$ cat src/hw/rtl/bp2rgba_pkg.sv
package bp2rgba_pkg;

    localparam int PAL_ENTRIES = 256;
    localparam int PAL_IDX_W   = (PAL_ENTRIES > 1) ? $clog2(PAL_ENTRIES) : 1;
    localparam int FIFO_DEPTH  = 4;
    localparam int FIFO_PTR_W  = $clog2(FIFO_DEPTH);
    localparam int NUM_CH      = 4;

    localparam int CH_RED   = 0;
    localparam int CH_GREEN = 1;
    localparam int CH_BLUE  = 2;
    localparam int CH_ALPHA = 3;

    localparam logic [31:0] RECIP_1   = 32'hFFFF_FFFF;
    localparam logic [31:0] RECIP_3   = 32'((64'd1 << 32) / 64'd3);
    localparam logic [31:0] RECIP_7   = 32'((64'd1 << 32) / 64'd7);
    localparam logic [31:0] RECIP_15  = 32'((64'd1 << 32) / 64'd15);
    localparam logic [31:0] RECIP_31  = 32'((64'd1 << 32) / 64'd31);
    localparam logic [31:0] RECIP_63  = 32'((64'd1 << 32) / 64'd63);
    localparam logic [31:0] RECIP_127 = 32'((64'd1 << 32) / 64'd127);

    typedef enum logic [2:0] {
        REG_PALETTE_MODE    = 3'd0,
        REG_BYTES_PER_PIXEL = 3'd1,
        REG_RED_MASK        = 3'd2,
        REG_GREEN_MASK      = 3'd3,
        REG_BLUE_MASK       = 3'd4,
        REG_ALPHA_MASK      = 3'd5,
        REG_ALPHA_ENABLE    = 3'd6
    } cfg_reg_t;

    typedef enum logic [1:0] {
        OP_MASKED,
        OP_PAL_READ,
        OP_PAL_WRITE
    } op_kind_t;

    typedef struct packed {
        op_kind_t    kind;
        logic [31:0] pixel;
        logic [7:0]  index;
        logic [23:0] color;
    } op_t;

    typedef struct packed {
        logic                          palette_mode;
        logic [2:0]                    bytes_per_pixel;
        logic [NUM_CH-1:0][31:0]       mask;
        logic                          alpha_enable;
    } cfg_t;

    function automatic logic [5:0] pop32(input logic [31:0] m);
        logic [1:0] l1 [16];
        logic [2:0] l2 [8];
        logic [3:0] l3 [4];
        logic [4:0] l4 [2];
        for (int i = 0; i < 16; i++) begin
            l1[i] = {1'b0, m[2*i]} + {1'b0, m[2*i+1]};
        end
        for (int i = 0; i < 8; i++) begin
            l2[i] = {1'b0, l1[2*i]} + {1'b0, l1[2*i+1]};
        end
        for (int i = 0; i < 4; i++) begin
            l3[i] = {1'b0, l2[2*i]} + {1'b0, l2[2*i+1]};
        end
        for (int i = 0; i < 2; i++) begin
            l4[i] = {1'b0, l3[2*i]} + {1'b0, l3[2*i+1]};
        end
        return {1'b0, l4[0]} + {1'b0, l4[1]};
    endfunction

    function automatic logic [4:0] low_pos(input logic [31:0] m);
        logic [4:0] p;
        p = '0;
        for (int i = 31; i >= 0; i--) begin
            if (m[i]) begin
                p = 5'(i);
            end
        end
        return p;
    endfunction

    function automatic logic [31:0] recip(input logic [2:0] n);
        logic [31:0] r;
        unique case (n)
            3'd1:    r = RECIP_1;
            3'd2:    r = RECIP_3;
            3'd3:    r = RECIP_7;
            3'd4:    r = RECIP_15;
            3'd5:    r = RECIP_31;
            3'd6:    r = RECIP_63;
            3'd7:    r = RECIP_127;
            default: r = RECIP_1;
        endcase
        return r;
    endfunction

endpackage

$ cat src/hw/rtl/bp2rgba_fifo.sv
module bp2rgba_fifo (
    input  logic               aclk,
    input  logic               aresetn,
    input  logic               push_valid,
    input  bp2rgba_pkg::op_t   push_data,
    output logic               push_ready,
    output logic               pop_valid,
    output bp2rgba_pkg::op_t   pop_data,
    input  logic               pop_ready
);

    localparam int PW = bp2rgba_pkg::FIFO_PTR_W;
    localparam int CW = bp2rgba_pkg::FIFO_PTR_W + 1;

    bp2rgba_pkg::op_t slot_reg [bp2rgba_pkg::FIFO_DEPTH];
    logic [PW-1:0]    wr_ptr_reg;
    logic [PW-1:0]    wr_ptr_next;
    logic [PW-1:0]    rd_ptr_reg;
    logic [PW-1:0]    rd_ptr_next;
    logic [CW-1:0]    count_reg;
    logic [CW-1:0]    count_next;
    logic             push;
    logic             pop;

    assign push_ready = count_reg != CW'(bp2rgba_pkg::FIFO_DEPTH);
    assign pop_valid  = count_reg != '0;
    assign pop_data   = slot_reg[rd_ptr_reg];
    assign push       = push_valid && push_ready;
    assign pop        = pop_valid && pop_ready;

    always_comb begin
        wr_ptr_next = wr_ptr_reg;
        rd_ptr_next = rd_ptr_reg;
        count_next  = count_reg;
        if (push) begin
            wr_ptr_next = (wr_ptr_reg == PW'(bp2rgba_pkg::FIFO_DEPTH - 1)) ? '0
                                                                          : wr_ptr_reg + 1'b1;
        end
        if (pop) begin
            rd_ptr_next = (rd_ptr_reg == PW'(bp2rgba_pkg::FIFO_DEPTH - 1)) ? '0
                                                                          : rd_ptr_reg + 1'b1;
        end
        if (push && !pop) begin
            count_next = count_reg + 1'b1;
        end else if (pop && !push) begin
            count_next = count_reg - 1'b1;
        end
    end

    always_ff @(posedge aclk) begin
        if (!aresetn) begin
            wr_ptr_reg <= '0;
            rd_ptr_reg <= '0;
            count_reg  <= '0;
        end else begin
            wr_ptr_reg <= wr_ptr_next;
            rd_ptr_reg <= rd_ptr_next;
            count_reg  <= count_next;
        end
    end

    always_ff @(posedge aclk) begin
        if (push) begin
            slot_reg[wr_ptr_reg] <= push_data;
        end
    end

endmodule

$ cat config.mk
export PLATFORM = sky130hd
export DESIGN_NAME = bp2rgba_fifo
export DESIGN_NICKNAME = d
export VERILOG_FILES = /design/src/hw/rtl/bp2rgba_pkg.sv /design/src/hw/rtl/bp2rgba_fifo.sv
export SDC_FILE = /design/constraint.sdc
export NUM_CORES = 1
export LEC_CHECK = 0
export ABC_AREA = 1
export BUFFER_PORTS_ARGS = -buffer_cell sky130_fd_sc_hd__buf_2
export CORE_MARGIN = 4
export CORE_UTILIZATION = 40
export CTS_CLUSTER_DIAMETER = 50
export DETAILED_ROUTE_END_ITERATION = 6
export PLACE_DENSITY = 0.59
export SLEW_MARGIN = 20
export SYNTH_ARGS = -nofsm -noshare
export SYNTH_HDL_FRONTEND = slang
export SYNTH_SLANG_ARGS = --single-unit
$ cat constraint.sdc
create_clock -name aclk -period 5.6 [get_ports aclk]
set_clock_uncertainty 0.05 [all_clocks]
set_input_delay 0.84 -clock aclk [delete_from_list [all_inputs] [get_ports aclk]]
set_output_delay 0.84 -clock aclk [all_outputs]
set_load 0.005 [all_outputs]
======== Yosys cells after proc, flatten, opt, wreduce, memory -nomap -nowiden ========
Memory sizes are Yosys's and may differ from the RTL's. A register that Yosys moved wholly into a read port is not among the register bits.
Index checks and enable logic that the tools add are counted.
word-level totals
  register bits after elaboration ......... 7
  memory bits (writable) .................. 264
  output and inout bits ................... 68
  word-level logic and storage cells ...... 27
  memories ................................ 1
cells by class
  add/subtract/negate cells ............... 4
  eq/ne operators ......................... 3
  muxes and demuxes ....................... 8
  reduce and logical (&&, ||, !) cells .... 8
memory list
  name      words  bits a word  read ports  clocked after memory_dff  write ports  RTL line            RTL
  slot_reg  4      66           1           1                         1            bp2rgba_fifo.sv:15  bp2rgba_pkg::op_t slot_reg [bp2rgba_pkg::FIFO_DEPTH];
operator list
  cell                                                                 count
  2-bit two-way mux                                                    4
  3-bit two-way mux                                                    2
  2-bit by 1-bit adder with 2-bit output (second input constant)       2
  2-bit equality test (second input constant)                          2
  1-bit logical AND                                                    4
  3-bit by 1-bit adder with 3-bit output (second input constant)       1
  3-bit inequality test (second input constant)                        1
  3-bit nonzero test                                                   1
  3-bit by 1-bit subtractor with 3-bit output (second input constant)  1
  1-bit zero test                                                      2
  1-bit two-way mux                                                    2
  2-bit nonzero test                                                   1

======== Logic depth before layout (Yosys ltp) ========
  depth after elaboration ................. 6
  depth in mapped cells ................... 13
  depth with buffers taken out ............ 13

======== Worst setup path after synthesis ========
OpenSTA, ideal clock, no wires.
  path type ............................... input port to flip-flop
  start point ............................. in push_valid
  end point ............................... mem slot_reg[0][0] (netlist bit) (enable)
  arrival ................................. 3,713 ps
  data required time ...................... 5,060 ps
  slack ................................... 1,346 ps
  cell stages on the path ................. 2
  path buffers ............................ 0
  path through ............................ nand2_1 -> nor2_1
between the ends
  cells in the longest elaborated chain, start to end .. 3
RTL lines
  item                                     RTL line            RTL
  start: declaration                       bp2rgba_fifo.sv:4   input logic push_valid,
  1-bit logical AND                        bp2rgba_fifo.sv:28  assign push = push_valid && push_ready;
  1-bit two-way mux                        bp2rgba_fifo.sv:63  if (push) begin
  1-bit two-way mux (not written as such)  bp2rgba_fifo.sv:64  slot_reg[wr_ptr_reg] <= push_data;
  end: declaration                         bp2rgba_fifo.sv:15
No other way between the ends.

==> run_results.csv <==
group,metric,value,unit
final_layout,num-nets-final,921,
setup_path,cp_data_required_time,4710,ps
final_layout,drive_gt1_frac,0.334,
routing,ant_nets,0,
sta,setup_viol,0,
global_route,top_usage_layer,"met2",
die,rows,60,
power_and_ir_drop,combPwrFrac,0.260,
setup_path,arrival,2750,ps
power_and_ir_drop,p_per_area,466,mW/mm2
clocking,cts_sinks,273,
setup_path,r2r-start,"count_reg[1]",
placed_design,post-place-ws,2480,ps
sta,worstMarginPinSlew,1010,ps
global_route,grt-ovfl-total,0,
sta,period_needed,3640,ps
yosys,syn_area,0.0109,mm2
power_and_ir_drop,peakVddDrop,0.000251,V
global_route,gr-usage-met3,0.0439,
clocking,ctsHoldBuffers,0,
global_route,use_met1,0.178,
clocking,cts_setup_buffers,0,
routing,drc,0,
clocking,cts_max_path_buffers,3,
sta,slew_violations,0,
yosys,synth.avg_cell_area,15.4,um2
final_layout,final_util,0.474,
power_and_ir_drop,p_int,4120,uW
setup_path,critPathMaxFanout,87,
die,die_w,173,um
sta,fmax,275,MHz
routing,firstDrtPassIters,4,
yosys,yosysSeqAreaShare,0.746,
yosys,synth-seq-cells,273,
setup_path,endpoint_kind,"output pin",
die,die_area,0.0299,mm2
routing,wl_per_cell,18.0,um
clocking,tritoncts,"yes",
clocking,clkTransAtPathRegs,60,ps
sta,fin_setup_tns,0,ps
global_route,grt_pass1_wl,33500,um
routing,drt-total-wl,21700,um
run,maxCapViolCount,0,
sta,finalWorstSetupSlack,1960,ps
routing,via_count,6028,
placed_design,portBuffers,137,
clocking,worstSkewPairLatency,520,ps
die,io_pins,138,
clocking,cts_resized,0,
sta,rsz0062_at_grt,"no",
sta,fin_crit_sh,0.650,
final_layout,largest_register_ffs,264,
die,core_area,0.0269,mm2
yosys,synth_cell_types,25,
power_and_ir_drop,p_leak,0.00439,uW
global_route,met2_usage,0.234,
clocking,cts_max_level,1,
setup_path,start_kind,"flop",
routing,drtIter0Drc,412,
power_and_ir_drop,seq_power_share,0.434,
setup_path,crit_type,"flop to output pin",
final_layout,areaGrowthSynthToFinish,17.1,%
global_route,grt_pass1_vias,6090,
yosys,synth_nets,785,
sta,slew_headroom,0.328,
final_layout,fill_cells,2357,
routing,via_per_inst,4.99,
hold_path,hold_path.class,"flop to flop",
power_and_ir_drop,switchingPower,1810,uW
global_route,grt_max_degree,99,
yosys,yosys_warnings,0,
status,outcome,"finished, final reports clean",
placed_design,gp_congestion,0.707,
power_and_ir_drop,clkPwrFrac,0.306,
power_and_ir_drop,switching_share,0.305,
global_route,groute.usage.overall,0.139,
placed_design,dp_hpwl,11900,um
yosys,synth_cells,708,
clocking,cts-root-buf,"clkbuf_16",
clocking,cts_made_buffers,29,
sta,hold_violations,0,
global_route,antenna_found_initial,6,
die,die_h,173,um
hold_path,min_from,"count_reg[0]",
die,initial_utilization,0.405,
-- worst max-delay path: stages (launching register included) --
cell and delay, ps:
dfxtp_4 460, inv_6 690, buf_4 540, o21ai_0 170, o22ai_2 170, buf_2 140
-- through the flow --
stage / power (uW) / hold slack (ps) / instances / cell area [um2]
after CTS: 6030 / 449 / 1207 / 12700
after global placement: 4180 / 446 / 1154 / 11800
final: 5930 / 466 / 1209 / 12700
after detailed placement: 4200 / 455 / 1154 / 11800
after global routing: 6290 / 454 / 1208 / 12700
after floorplan: 3650 / 430 / 708 / 10900
-- cell usage after synthesis, drive strengths merged --
master | instances | area share
dfxtp | 9 | 0.017
nand3 | 2 | 0.00092
nand4 | 1 | 0.00058
a21oi | 3 | 0.0014
edfxtp | 264 | 0.73
fa | 1 | 0.0018
clkbuf | 20 | 0.0069
nand2 | 15 | 0.0052
o22ai | 66 | 0.061
nand3b | 1 | 0.00069
nor2 | 147 | 0.079
buf | 22 | 0.020
inv | 17 | 0.0063
o21ai | 134 | 0.063
ha | 6 | 0.0069
-- worst paths after layout --
path	end	slack, ps	cells after the start
worst max-delay path	pop_data[18]	1960	5
worst min-delay path	count_reg[0]	470	2
worst max register to register	slot_reg[1][7]	2990	5
worst min register to register	count_reg[0]	470	2
-- metal layers --
metal | vias up | part of all wire
met5 | - | 0.0028
met2 | 132 | 0.48
met3 | 38 | 0.067
li1 | 2924 | -
met1 | 2924 | 0.43
met4 | 10 | 0.018
-- cell families (layout without fill, tap and decap cells) --
kind of cell               after synthesis  count (layout)  share of synthesized area
and+or+nand+nor                        166             166                     0.0869
buffers and inverters                   59             217                     0.0335
adders and majority gates                7               7                    0.00874
DFF                                    273             273                      0.746
AOI/OAI and AO/OA                      203             203                      0.125
other                                    0               2                          0
-- final cells by class --
cell class	instances	area (um2)	area share
repair buffers	147	761	0.0598
flip-flops and latches	273	8110	0.637
clock buffers	35	768	0.0603
clock inverters	18	155	0.0122
diodes	2	5.00	0.000393
well taps	341	427	0.0335
inverters	17	68.8	0.00541
multi-input cells	376	2430	0.191
-- cells in the final DEF, fill, tap and decap left out, types with 7 or more instances in the layout --
cell type | netlist | routed
edfxtp_1 | 264 | 264
buf_2 | 12 | 137
o21ai_0 | 120 | 120
nor2_1 | 102 | 98
nor2_4 | 40 | 44
o22ai_2 | 40 | 40
clkbuf_16 | 0 | 29
o22ai_1 | 26 | 26
nand2_1 | 15 | 15
inv_1 | 15 | 15
o21ai_1 | 10 | 10
buf_4 | 0 | 10
dfxtp_1 | 9 | 7
-- power by group through the flow --
stage               clock network [uW]  registers (uW)  logic (uW)
global placement                     0            2620        1570
detailed placement                   0            2620        1580
global route                      1970            2590        1720
CTS                               1870            2580        1580
finish                            1820            2570        1540
floorplan                            0            2600        1050
(Power assumes the default switching activity.)
