<file path="src/hw/rtl/bp2rgba_pkg.sv">
package bp2rgba_pkg;

    localparam int PAL_ENTRIES = 256;
    localparam int PAL_IDX_W   = (PAL_ENTRIES > 1) ? $clog2(PAL_ENTRIES) : 1;
    localparam int FIFO_DEPTH  = 4;
    localparam int FIFO_PTR_W  = $clog2(FIFO_DEPTH);
    localparam int NUM_CH      = 4;

    localparam int CH_RED   = 0;
    localparam int CH_GREEN = 1;
    localparam int CH_BLUE  = 2;
    localparam int CH_ALPHA = 3;

    localparam logic [31:0] RECIP_1   = 32'hFFFF_FFFF;
    localparam logic [31:0] RECIP_3   = 32'((64'd1 << 32) / 64'd3);
    localparam logic [31:0] RECIP_7   = 32'((64'd1 << 32) / 64'd7);
    localparam logic [31:0] RECIP_15  = 32'((64'd1 << 32) / 64'd15);
    localparam logic [31:0] RECIP_31  = 32'((64'd1 << 32) / 64'd31);
    localparam logic [31:0] RECIP_63  = 32'((64'd1 << 32) / 64'd63);
    localparam logic [31:0] RECIP_127 = 32'((64'd1 << 32) / 64'd127);

    typedef enum logic [2:0] {
        REG_PALETTE_MODE    = 3'd0,
        REG_BYTES_PER_PIXEL = 3'd1,
        REG_RED_MASK        = 3'd2,
        REG_GREEN_MASK      = 3'd3,
        REG_BLUE_MASK       = 3'd4,
        REG_ALPHA_MASK      = 3'd5,
        REG_ALPHA_ENABLE    = 3'd6
    } cfg_reg_t;

    typedef enum logic [1:0] {
        OP_MASKED,
        OP_PAL_READ,
        OP_PAL_WRITE
    } op_kind_t;

    typedef struct packed {
        op_kind_t    kind;
        logic [31:0] pixel;
        logic [7:0]  index;
        logic [23:0] color;
    } op_t;

    typedef struct packed {
        logic                          palette_mode;
        logic [2:0]                    bytes_per_pixel;
        logic [NUM_CH-1:0][31:0]       mask;
        logic                          alpha_enable;
    } cfg_t;

    function automatic logic [5:0] pop32(input logic [31:0] m);
        logic [1:0] l1 [16];
        logic [2:0] l2 [8];
        logic [3:0] l3 [4];
        logic [4:0] l4 [2];
        for (int i = 0; i < 16; i++) begin
            l1[i] = {1'b0, m[2*i]} + {1'b0, m[2*i+1]};
        end
        for (int i = 0; i < 8; i++) begin
            l2[i] = {1'b0, l1[2*i]} + {1'b0, l1[2*i+1]};
        end
        for (int i = 0; i < 4; i++) begin
            l3[i] = {1'b0, l2[2*i]} + {1'b0, l2[2*i+1]};
        end
        for (int i = 0; i < 2; i++) begin
            l4[i] = {1'b0, l3[2*i]} + {1'b0, l3[2*i+1]};
        end
        return {1'b0, l4[0]} + {1'b0, l4[1]};
    endfunction

    function automatic logic [4:0] low_pos(input logic [31:0] m);
        logic [4:0] p;
        p = '0;
        for (int i = 31; i >= 0; i--) begin
            if (m[i]) begin
                p = 5'(i);
            end
        end
        return p;
    endfunction

    function automatic logic [31:0] recip(input logic [2:0] n);
        logic [31:0] r;
        unique case (n)
            3'd1:    r = RECIP_1;
            3'd2:    r = RECIP_3;
            3'd3:    r = RECIP_7;
            3'd4:    r = RECIP_15;
            3'd5:    r = RECIP_31;
            3'd6:    r = RECIP_63;
            3'd7:    r = RECIP_127;
            default: r = RECIP_1;
        endcase
        return r;
    endfunction

endpackage

</file>
<file path="src/hw/rtl/bp2rgba_front.sv">
module bp2rgba_front (
    input  logic               aclk,
    input  logic               aresetn,
    input  logic               s_tvalid,
    output logic               s_tready,
    input  logic [63:0]        s_tdata,
    input  logic               s_tuser,
    input  logic               palette_mode,
    output logic               push_valid,
    output bp2rgba_pkg::op_t   push_data,
    input  logic               push_ready
);

    logic             valid_reg;
    bp2rgba_pkg::op_t op_reg;
    bp2rgba_pkg::op_t op_next;

    assign s_tready   = !valid_reg || push_ready;
    assign push_valid = valid_reg;
    assign push_data  = op_reg;

    always_comb begin
        op_next.pixel = s_tdata[31:0];
        op_next.index = s_tdata[39:32];
        op_next.color = s_tdata[63:40];
        priority if (s_tuser) begin
            op_next.kind = bp2rgba_pkg::OP_PAL_WRITE;
        end else if (palette_mode) begin
            op_next.kind = bp2rgba_pkg::OP_PAL_READ;
        end else begin
            op_next.kind = bp2rgba_pkg::OP_MASKED;
        end
    end

    always_ff @(posedge aclk) begin
        if (!aresetn) begin
            valid_reg <= 1'b0;
        end else if (s_tready) begin
            valid_reg <= s_tvalid;
        end
    end

    always_ff @(posedge aclk) begin
        if (s_tvalid && s_tready) begin
            op_reg <= op_next;
        end
    end

endmodule

</file>
<file path="config.mk">
export PLATFORM = sky130hd
export DESIGN_NAME = bp2rgba_front
export DESIGN_NICKNAME = d
export VERILOG_FILES = /design/src/hw/rtl/bp2rgba_pkg.sv /design/src/hw/rtl/bp2rgba_front.sv
export SDC_FILE = /design/constraint.sdc
export NUM_CORES = 1
export LEC_CHECK = 0
export BUFFER_PORTS_ARGS = -buffer_cell sky130_fd_sc_hd__buf_2
export CAP_MARGIN = 20
export CORE_MARGIN = 1
export CORE_UTILIZATION = 37
export DETAILED_ROUTE_END_ITERATION = 6
export PLACE_DENSITY = 0.75
export RECOVER_POWER = 50
export SLEW_MARGIN = 20
export SYNTH_ARGS = -nofsm -noshare
export SYNTH_HDL_FRONTEND = slang
export SYNTH_SLANG_ARGS = --single-unit
</file>
<file path="constraint.sdc">
create_clock -name aclk -period 1.35 [get_ports aclk]
set_input_delay 0.3375 -clock aclk [delete_from_list [all_inputs] [get_ports aclk]]
set_output_delay 0.3375 -clock aclk [all_outputs]
set_load 0.02 [all_outputs]
</file>
# After elaboration in Yosys (flattened, before gate mapping)
# Cells that the tools add are included.
# classes
muxes	1
n_reduce_logical	3
# ops
cell	count
$logic_and 1x1->1	1
$logic_not 1->1	1
$logic_or 1x1->1	1
$mux 1	1
# totals
reg_bits	67
inputBits	70

# Longest topological paths before layout
# Gate-level depths: netlist of the first run.
# depth
word_depth	3
mapped_depth	2
depth_no_buf	2

# Worst setup path before layout of the first run
# No wires, ideal clock.
# synth_timing
path_kind	flip-flop to flip-flop
from	register valid_reg (netlist: push_valid)
to	register op_reg (netlist bit push_data[0]), enable pin
setup_ns	0.377
arrival_ns	1.099
setup_slack_ns	-0.126
stages_incl_launch_ff	3
n_path_buf	0
period_less_slack_ns	1.476
path_cell_list	dfxtp_1 nand2b_4 and2_4
# synth_via
elab_chain_cells	3
# synth_rtl
element	line_no	source
from (decl)	bp2rgba_front.sv:14	logic valid_reg;
from (signal assigned)	bp2rgba_front.sv:39	valid_reg <= s_tvalid;
$logic_not 1->1	bp2rgba_front.sv:18	assign s_tready = !valid_reg || push_ready;
$logic_or 1x1->1	bp2rgba_front.sv:18	
via s_tready	bp2rgba_front.sv:5	output logic s_tready,
$logic_and 1x1->1	bp2rgba_front.sv:44	if (s_tvalid && s_tready) begin
to (signal assigned)	bp2rgba_front.sv:45	op_reg <= op_next;
to (decl)	bp2rgba_front.sv:15	bp2rgba_pkg::op_t op_reg;
# The timed path passes the listed nets, and every way through them passes these cells.
# A chain may end at the register's enable or synchronous reset.

# Worst setup path after layout of the first run
# layout_timing
from	register valid_reg (netlist: push_valid)
to	output s_tready
# layout_via
elab_chain_cells	2
# layout_rtl
element	line_no
$logic_not 1->1	bp2rgba_front.sv:18
$logic_or 1x1->1	bp2rgba_front.sv:18
to (decl)	bp2rgba_front.sv:5
# No other way between the ends.

==> impl_metrics.py, run 1 <==
metrics = {
    "logic_synthesis": {
        "synth_top_area_share_pct": 96.9,
        "ys_top_cells_by_area": "edfxtp_1 (97%), dfxtp_1 (0.98%), nand2b_4 (0.67%)",
        "synth_cell_types": 7,
        "syn_nets": 142,
        "yosysWarnings": 0,
        "synth_cells": 72,
        "avgSynthCellArea_um2": 28.4,
        "ys.flop_type": "edfxtp_1",
        "synth_top_cell_by_area": "edfxtp_1",
        "synthArstFlopShare_pct": 0,
        "yosysSeqAreaShare_pct": 97.9,
        "netlist_area_um2": 2050,
        "synth-seq-cells": 67,
        "yosysMostFrequentCell": "edfxtp_1",
        "synth-edff-count": 66,
    },
    "min_path": {
        "hold_class": "input pin to register",
    },
    "clock_tree": {
        "cts_max_path_buffers": 2,
        "clk_latency_ps": 320,
        "clock_sinks": 67,
        "post-cts-setup-buffers": 0,
        "cts_htree_levels": 3,
        "cts_tree": "done",
        "clk_transition_reported_paths_ps": 70,
        "post_cts_resized": 0,
        "cts_root_buffer": "clkbuf_8",
        "numCtsBuffers": 9,
        "hold_buffers": 0,
    },
    "setup_path": {
        "crit_type": "register to primary output",
        "arrival_ps": 910,
        "critPathCaptureType": "primary output",
        "worstPathMaxFanout": 3,
        "start_kind": "register",
        "worst_ep_required_time_ps": 1010,
    },
    "routing": {
        "vias_per_cell": 4.11,
        "post_drt_wl_per_cell_um": 13.0,
        "wirelength_um": 3850,
        "drtIter0Drc": 30,
        "ant_nets": 0,
        "vias": 1222,
        "drcViolationCount": 0,
        "dr.pass1.iters": 4,
    },
    "sta": {
        "setup_ws_ps": 97.6,
        "hold_violations": 0,
        "grt_setup_unrepaired": "no",
        "setup_viol": 0,
        "hold_ws_ps": 184,
        "fin_crit_sh_pct": 92.8,
        "min_period_ps": 1250,
        "max_clock_freq_mhz": 798,
        "maxSlewHeadroom_pct": 78.2,
        "drv_slew": 0,
        "worstMarginPinSlew_ps": 327,
        "finalClockSkew_ps": 3.58,
    },
    "place": {
        "hpwlAfterDp_um": 2970,
        "port_buffers": 137,
        "placed_area_um2": 2870,
        "place_congestion": 0.650,
        "place_ws_ps": 101,
        "dp.cells": 282,
    },
    "floorplan": {
        "dieArea_um2": 5830,
        "start_util_pct": 39.3,
        "die-height_um": 76.4,
        "ios": 138,
        "row_count": 26,
        "core_um2": 5200,
        "die_x_um": 76.4,
    },
    "power_and_ir_drop": {
        "ir_drop_uv": 870,
        "switching_power_uw": 941,
        "p_comb_share_pct": 9.7,
        "p_leak_uw": 0.00130,
        "seqPwrFrac_pct": 56.4,
        "swShare_pct": 21.6,
        "internal_power_uw": 3420,
        "powerDensity_nw_per_um2": 1450,
        "clkPwrFrac_pct": 33.9,
    },
    "global_routing": {
        "grt_pass1_vias": 1312,
        "antenna_found_initial": 0,
        "grt-busiest-layer": "met2",
        "met3_usage_pct": 9.22,
        "grt.overflow.total": 0,
        "grt_pass1_wl_um": 5930,
        "grtUsageMet2_pct": 23.6,
        "grt_max_degree": 35,
        "track_usage_pct": 14.4,
        "met1_usage_pct": 12.6,
    },
    "cells_and_area": {
        "n_antenna_cell": 0,
        "final_area_um2": 3010,
        "drive_gt1_share_pct": 67.0,
        "nets": 293,
        "syn2layout_area_growth_pct": 47.1,
        "layout.cells.non_filler": 297,
    },
    "flow_run": {
        "max_cap_violations": 0,
    },
    "outcome": {
        "outcome": "finished, final reports clean",
    },
}
[worst paths after layout]
check	cells after the start	start	to	slack [ps]
max	2	push_valid$_SDFFE_PN0P_	s_tready	100
min	1	s_tdata[24]	push_data[56]$_DFFE_PP_	180
max reg2reg	3	push_valid$_SDFFE_PN0P_	push_data[5]$_DFFE_PP_	140
min reg2reg	2	push_valid$_SDFFE_PN0P_	push_valid$_SDFFE_PN0P_	510
[power by group through the flow]
stage / logic, uW / registers [uW] / clock network [uW]
6_report: 425 / 2460 / 1480
5_1_grt: 456 / 2470 / 1610
4_1_cts: 447 / 2460 / 1530
3_5_place_dp: 447 / 2500 / 0
3_3_place_gp: 440 / 2500 / 0
2_1_floorplan: 47.0 / 2660 / 0
[cell type report]
cell class                 count  area, um2
clock inverter                 4       42.5
clock buffer                  11        131
timing repair buffer         140        707
tap                           70       87.6
fill                         422       2200
multi-input combinational      4       35.0
inverter                       1       3.75
sequential                    67       2000
[cell usage in the layout (no fill, tap or decap), drive strengths merged]
cell | netlist | routed
buf | 0 | 138
edfxtp | 66 | 66
clkbuf | 0 | 13
clkinv | 0 | 3
nand2b | 1 | 1
nor2b | 1 | 1
inv | 1 | 1
a21boi | 1 | 1
and2 | 1 | 1
bufinv | 0 | 1
dfxtp | 1 | 1
[layer usage]
layer	wire length (um)	vias to the layer above
met1	1200	539
met4	89	0
li1	-	587
met3	598	10
met2	1970	86
met5	0	-
[cells by family after synthesis]
kind of cell	share of synthesized area (%)
buffers and inverters	0.183
DFF	97.9
and+or+nand+nor	1.41
AOI/OAI and AO/OA	0.550
[stage by stage]
step | TNS (ps) | utilization, % | power [uW]
floorplan | -5870 | - | 2710
global placement | 0 | 55.1 | 2940
detailed placement | 0 | 55.1 | 2950
CTS | 0 | 58.4 | 4440
global route | 0 | 57.8 | 4530
finish | 0 | 57.8 | 4360
[registers in the layout, summed over array words and instances (netlist names)]
register and cells:
push_valid 1, push_data 66
[critical path: stages (launching register included)]
cell and delay, ps:
dfxtp_1 340, nand2b_2 90, buf_2 170
Power figures use the tool's default switching activity.
==> run 2: changes to the inputs <==
--- a/config.mk
+++ b/config.mk
@@ -10,7 +10,7 @@
 export CORE_MARGIN = 1
 export CORE_UTILIZATION = 37
 export DETAILED_ROUTE_END_ITERATION = 6
-export PLACE_DENSITY = 0.75
+export PLACE_DENSITY_LB_ADDON = 0.2
 export RECOVER_POWER = 50
 export SLEW_MARGIN = 20
 export SYNTH_ARGS = -nofsm -noshare
==> impl_metrics.py, run 2 (synthesis results as in run 1) <==
metrics = {
    "outcome": {
        "outcome": "finished, final reports clean",
    },
    "setup_path": {
        "worstPathMaxFanout": 3,
        "critPathTopFamily": "flip-flops",
        "crit_path_cell_trace": "nand2b_4 > buf_2",
        "arrival_ps": 910,
        "r2r_cells": 3,
        "rr_endpoint": "push_data[49]$_DFFE_PP_",
        "start_kind": "register",
        "critical_path_buf_inv_count": 1,
        "rr_startpoint": "push_valid$_SDFFE_PN0P_",
        "crit_type": "register to primary output",
        "slowest_stage": "dfxtp_1",
        "rrSetupSlack_ps": 120,
        "critPathCaptureType": "primary output",
        "max_stage_delay_ps": 370,
        "worst_ep_required_time_ps": 1010,
    },
    "global_routing": {
        "track_usage_pct": 13.6,
        "grt_pass1_wl_um": 5710,
        "grt_max_degree": 25,
        "antenna_found_initial": 0,
        "grt.overflow.total": 0,
        "grt_pass1_vias": 1236,
    },
    "place": {
        "port_buffers": 137,
        "place_ws_ps": 121,
        "hpwlAfterDp_um": 2950,
        "place_congestion": 0.714,
        "placed_area_um2": 2880,
        "dp.cells": 282,
    },
    "floorplan": {
        "dieArea_um2": 5830,
        "die_x_um": 76.4,
        "ios": 138,
        "die-height_um": 76.4,
        "core_um2": 5200,
        "start_util_pct": 39.3,
        "row_count": 26,
    },
    "sta": {
        "setup_viol": 0,
        "maxSlewHeadroom_pct": 78.4,
        "min_period_ps": 1250,
        "fin_crit_sh_pct": 92.5,
        "setup_ws_ps": 102,
        "drv_slew": 0,
        "grt_setup_unrepaired": "no",
        "max_clock_freq_mhz": 801,
        "worstMarginPinSlew_ps": 324,
        "hold_ws_ps": 191,
        "finalClockSkew_ps": 6.25,
        "hold_violations": 0,
    },
    "power_and_ir_drop": {
        "ir_drop_uv": 733,
        "p_comb_share_pct": 9.8,
        "p_leak_uw": 0.00131,
        "clkPwrFrac_pct": 33.6,
        "swShare_pct": 21.5,
        "powerDensity_nw_per_um2": 1440,
        "seqPwrFrac_pct": 56.6,
        "internal_power_uw": 3410,
        "switching_power_uw": 933,
    },
    "clock_tree": {
        "hold_buffers": 0,
        "cts_tree": "done",
        "numCtsBuffers": 9,
        "clk_transition_reported_paths_ps": 60,
        "cts_max_path_buffers": 2,
        "post_cts_resized": 0,
        "cts_htree_levels": 3,
        "post-cts-setup-buffers": 0,
        "cts_root_buffer": "clkbuf_8",
        "clk_latency_ps": 320,
        "clock_sinks": 67,
    },
    "routing": {
        "vias": 1236,
        "ant_nets": 0,
        "drtIter0Drc": 68,
        "vias_per_cell": 4.16,
        "post_drt_wl_per_cell_um": 12.9,
        "drcViolationCount": 0,
        "dr.pass1.iters": 4,
        "wirelength_um": 3820,
    },
    "cells_and_area": {
        "n_antenna_cell": 0,
        "nets": 293,
        "drive_gt1_share_pct": 67.4,
        "largest_register_ffs": 66,
        "final_common_cell": "buf_2",
        "fin_util_pct": 57.9,
        "final_area_um2": 3010,
        "syn2layout_area_growth_pct": 47.3,
        "layout_common_cells": "buf_2 (137), edfxtp_1 (66), clkbuf_8 (9)",
        "layout.cells.non_filler": 297,
    },
    "flow_run": {
        "max_cap_violations": 0,
    },
    "min_path": {
        "hold_class": "input pin to register",
        "min_to": "push_data[16]$_DFFE_PP_",
        "min_path_cells": 1,
        "hp-start": "s_tdata[56]",
    },
}
[run 2: cell count changes in the layout (fill, tap and decap cells not counted), sizes merged]
cell    delta
buf        -1
clkinv     +1
[run 2: worst max-delay path by stage]
stage                                 start                 endpoint  slack, ps  cells past startpoint
floorplan                        push_ready   push_data[0]$_DFFE_PP_        -90                      2
global placement                 push_ready   push_data[3]$_DFFE_PP_        140                      4
detailed placement               push_ready  push_data[49]$_DFFE_PP_        120                      4
CTS                 push_valid$_SDFFE_PN0P_                 s_tready        110                      2
global route        push_valid$_SDFFE_PN0P_                 s_tready         50                      2
finish              push_valid$_SDFFE_PN0P_                 s_tready        100                      2
[run 2: through the flow]
stage	total power, uW	setup TNS, ps
2_1_floorplan	2710	-5870
3_3_place_gp	2950	0
3_5_place_dp	2950	0
4_1_cts	4420	0
5_1_grt	4510	0
6_report	4340	0
[run 2: power by group through the flow]
stage	Clock (uW)	Combinational, uW	Sequential (uW)
2_1_floorplan	0	47.0	2660
3_3_place_gp	0	451	2500
3_5_place_dp	0	455	2500
4_1_cts	1500	455	2460
5_1_grt	1590	456	2460
6_report	1460	427	2460
[run 2: area by class of cell]
class                           instances  area (um2)
Fill cell                             428        2190
Sequential cell                        67        2000
Timing Repair Buffer                  140         708
Clock buffer                           10         128
Tap cell                               70        87.6
Clock inverter                          5        45.0
Multi-Input combinational cell          4        40.0
Inverter                                1        3.75
[run 2: per-layer routing]
metal	track usage (%)	wire length [um]	share of wire [%]	vias to the layer above
met2	21.6	1860	49	91
met1	14.7	1460	38	547
met5	0	0	0	-
met4	10.0	74	1.9	0
met3	5.51	421	11	8
li1	-	-	-	590
==> run 3: changes to the inputs <==
--- a/config.mk
+++ b/config.mk
@@ -7,8 +7,10 @@
 export LEC_CHECK = 0
 export BUFFER_PORTS_ARGS = -buffer_cell sky130_fd_sc_hd__buf_2
 export CAP_MARGIN = 20
+export CORE_ASPECT_RATIO = 0.5
 export CORE_MARGIN = 1
-export CORE_UTILIZATION = 37
+export CORE_UTILIZATION = 38
+export CTS_BUF_LIST = sky130_fd_sc_hd__clkbuf_8
 export DETAILED_ROUTE_END_ITERATION = 6
 export PLACE_DENSITY_LB_ADDON = 0.2
 export RECOVER_POWER = 50
==> impl_metrics.py, run 3 (synthesis results as in run 1) <==
metrics = {
    "power_and_ir_drop": {
        "p_comb_share_pct": 9.8,
        "switching_power_uw": 948,
        "internal_power_uw": 3390,
        "p_total_uw": 4340,
        "clkPwrFrac_pct": 33.5,
        "p_leak_uw": 0.00132,
        "seqPwrFrac_pct": 56.7,
        "powerDensity_nw_per_um2": 1430,
        "swShare_pct": 21.9,
        "ir_drop_uv": 765,
    },
    "routing": {
        "post_drt_wl_per_cell_um": 13.2,
        "ant_nets": 0,
        "wl_met1_um": 1520,
        "dr.pass1.iters": 3,
        "wirelength_um": 3910,
        "vias_per_cell": 4.13,
        "wl_met3_um": 376,
        "drtIter0Drc": 15,
        "drcViolationCount": 0,
        "met2_length_um": 1980,
        "vias": 1227,
        "top_layer": "met4",
    },
    "cells_and_area": {
        "final_area_um2": 3020,
        "nets": 292,
        "drive_gt1_share_pct": 68.7,
        "syn2layout_area_growth_pct": 47.8,
        "largest_register_ffs": 66,
        "n_antenna_cell": 0,
        "layout_common_cells": "buf_2 (136), edfxtp_1 (66), clkbuf_8 (12)",
        "final_common_cell": "buf_2",
        "fin_util_pct": 59.9,
    },
    "sta": {
        "setup_viol": 0,
        "maxSlewHeadroom_pct": 80.4,
        "finalClockSkew_ps": 4.85,
        "min_period_ps": 1230,
        "worstMarginPinSlew_ps": 293,
        "grt_setup_unrepaired": "no",
        "hold_violations": 0,
        "setup_ws_ps": 117,
        "max_clock_freq_mhz": 811,
        "drv_slew": 0,
        "fin_crit_sh_pct": 91.3,
    },
    "place": {
        "port_buffers": 137,
        "place_ws_ps": 98.9,
        "placed_area_um2": 2860,
        "place_congestion": 0.689,
    },
    "clock_tree": {
        "cts_htree_levels": 3,
        "numCtsBuffers": 9,
        "cts_max_path_buffers": 2,
        "cts_tree": "done",
        "clock_sinks": 67,
        "hold_buffers": 0,
        "clk_transition_reported_paths_ps": 60,
        "cts_root_buffer": "clkbuf_8",
        "clk_latency_ps": 320,
        "post_cts_resized": 0,
        "post-cts-setup-buffers": 0,
    },
    "floorplan": {
        "start_util_pct": 40.6,
        "core_um2": 5040,
        "row_count": 18,
        "die_x_um": 106,
        "die-height_um": 53.9,
        "dieArea_um2": 5700,
        "ios": 138,
    },
    "setup_path": {
        "startpoint": "push_valid$_SDFFE_PN0P_",
        "crit_type": "register to primary output",
        "rrSetupSlack_ps": 170,
        "start_kind": "register",
        "arrival_ps": 900,
        "rr_startpoint": "push_valid$_SDFFE_PN0P_",
        "rr_endpoint": "push_data[56]$_DFFE_PP_",
        "critPathCaptureType": "primary output",
        "worstPathMaxFanout": 3,
        "r2r_cells": 3,
        "worst_ep_required_time_ps": 1010,
    },
    "global_routing": {
        "grt_max_degree": 35,
        "antenna_found_initial": 0,
        "grt.overflow.total": 0,
        "grt_pass1_wl_um": 5310,
        "track_usage_pct": 13.4,
        "grt_pass1_vias": 1149,
    },
    "min_path": {
        "hold_class": "input pin to register",
        "min_path_cells": 1,
        "min_to": "push_data[6]$_DFFE_PP_",
        "hp-start": "s_tdata[46]",
    },
    "flow_run": {
        "max_cap_violations": 0,
    },
    "outcome": {
        "outcome": "finished, final reports clean",
    },
}
## run 3: final cells by class
type	instances	area, um2
Timing Repair Buffer	139	707
Inverter	1	3.75
Clock buffer	12	165
Fill cell	417	2020
Tap cell	70	87.6
Sequential cell	67	2000
Multi-Input combinational cell	4	40.0
Clock inverter	4	17.5
## run 3: worst max-delay path by stage
stage | end | slack [ps] | depth (start not counted)
2_1_floorplan | push_data[0]$_DFFE_PP_ | -90 | 2
3_3_place_gp | push_data[16]$_DFFE_PP_ | 130 | 4
3_5_place_dp | push_data[30]$_DFFE_PP_ | 100 | 4
4_1_cts | s_tready | 100 | 2
5_1_grt | s_tready | 60 | 2
6_report | s_tready | 120 | 2
## run 3: layer usage
layer | vias up | global-route usage [%]
met3 | 6 | 7.02
met2 | 62 | 21.7
li1 | 586 | -
met4 | 0 | 6.94
met1 | 573 | 14.9
met5 | - | 0
## run 3: critical path: stages, from the launching register on
cell,delay (ps)
dfxtp_2,360
nand2b_4,70
buf_2,160
## run 3: stage by stage
| stage | TNS, ps | hold WS (ps) | instances |
|---|---|---|---|
| 6_report | 0 | 191 | 297 |
| 5_1_grt | 0 | 161 | 297 |
| 4_1_cts | 0 | 173 | 297 |
| 3_5_place_dp | 0 | 494 | 281 |
| 3_3_place_gp | 0 | 469 | 281 |
| 2_1_floorplan | -5870 | 436 | 72 |
## run 3: power groups by stage
stage | clock network [uW] | logic (uW) | registers, uW
3_5_place_dp | 0 | 443 | 2500
2_1_floorplan | 0 | 47.0 | 2660
4_1_cts | 1490 | 443 | 2460
6_report | 1450 | 426 | 2460
5_1_grt | 1590 | 454 | 2470
3_3_place_gp | 0 | 433 | 2500
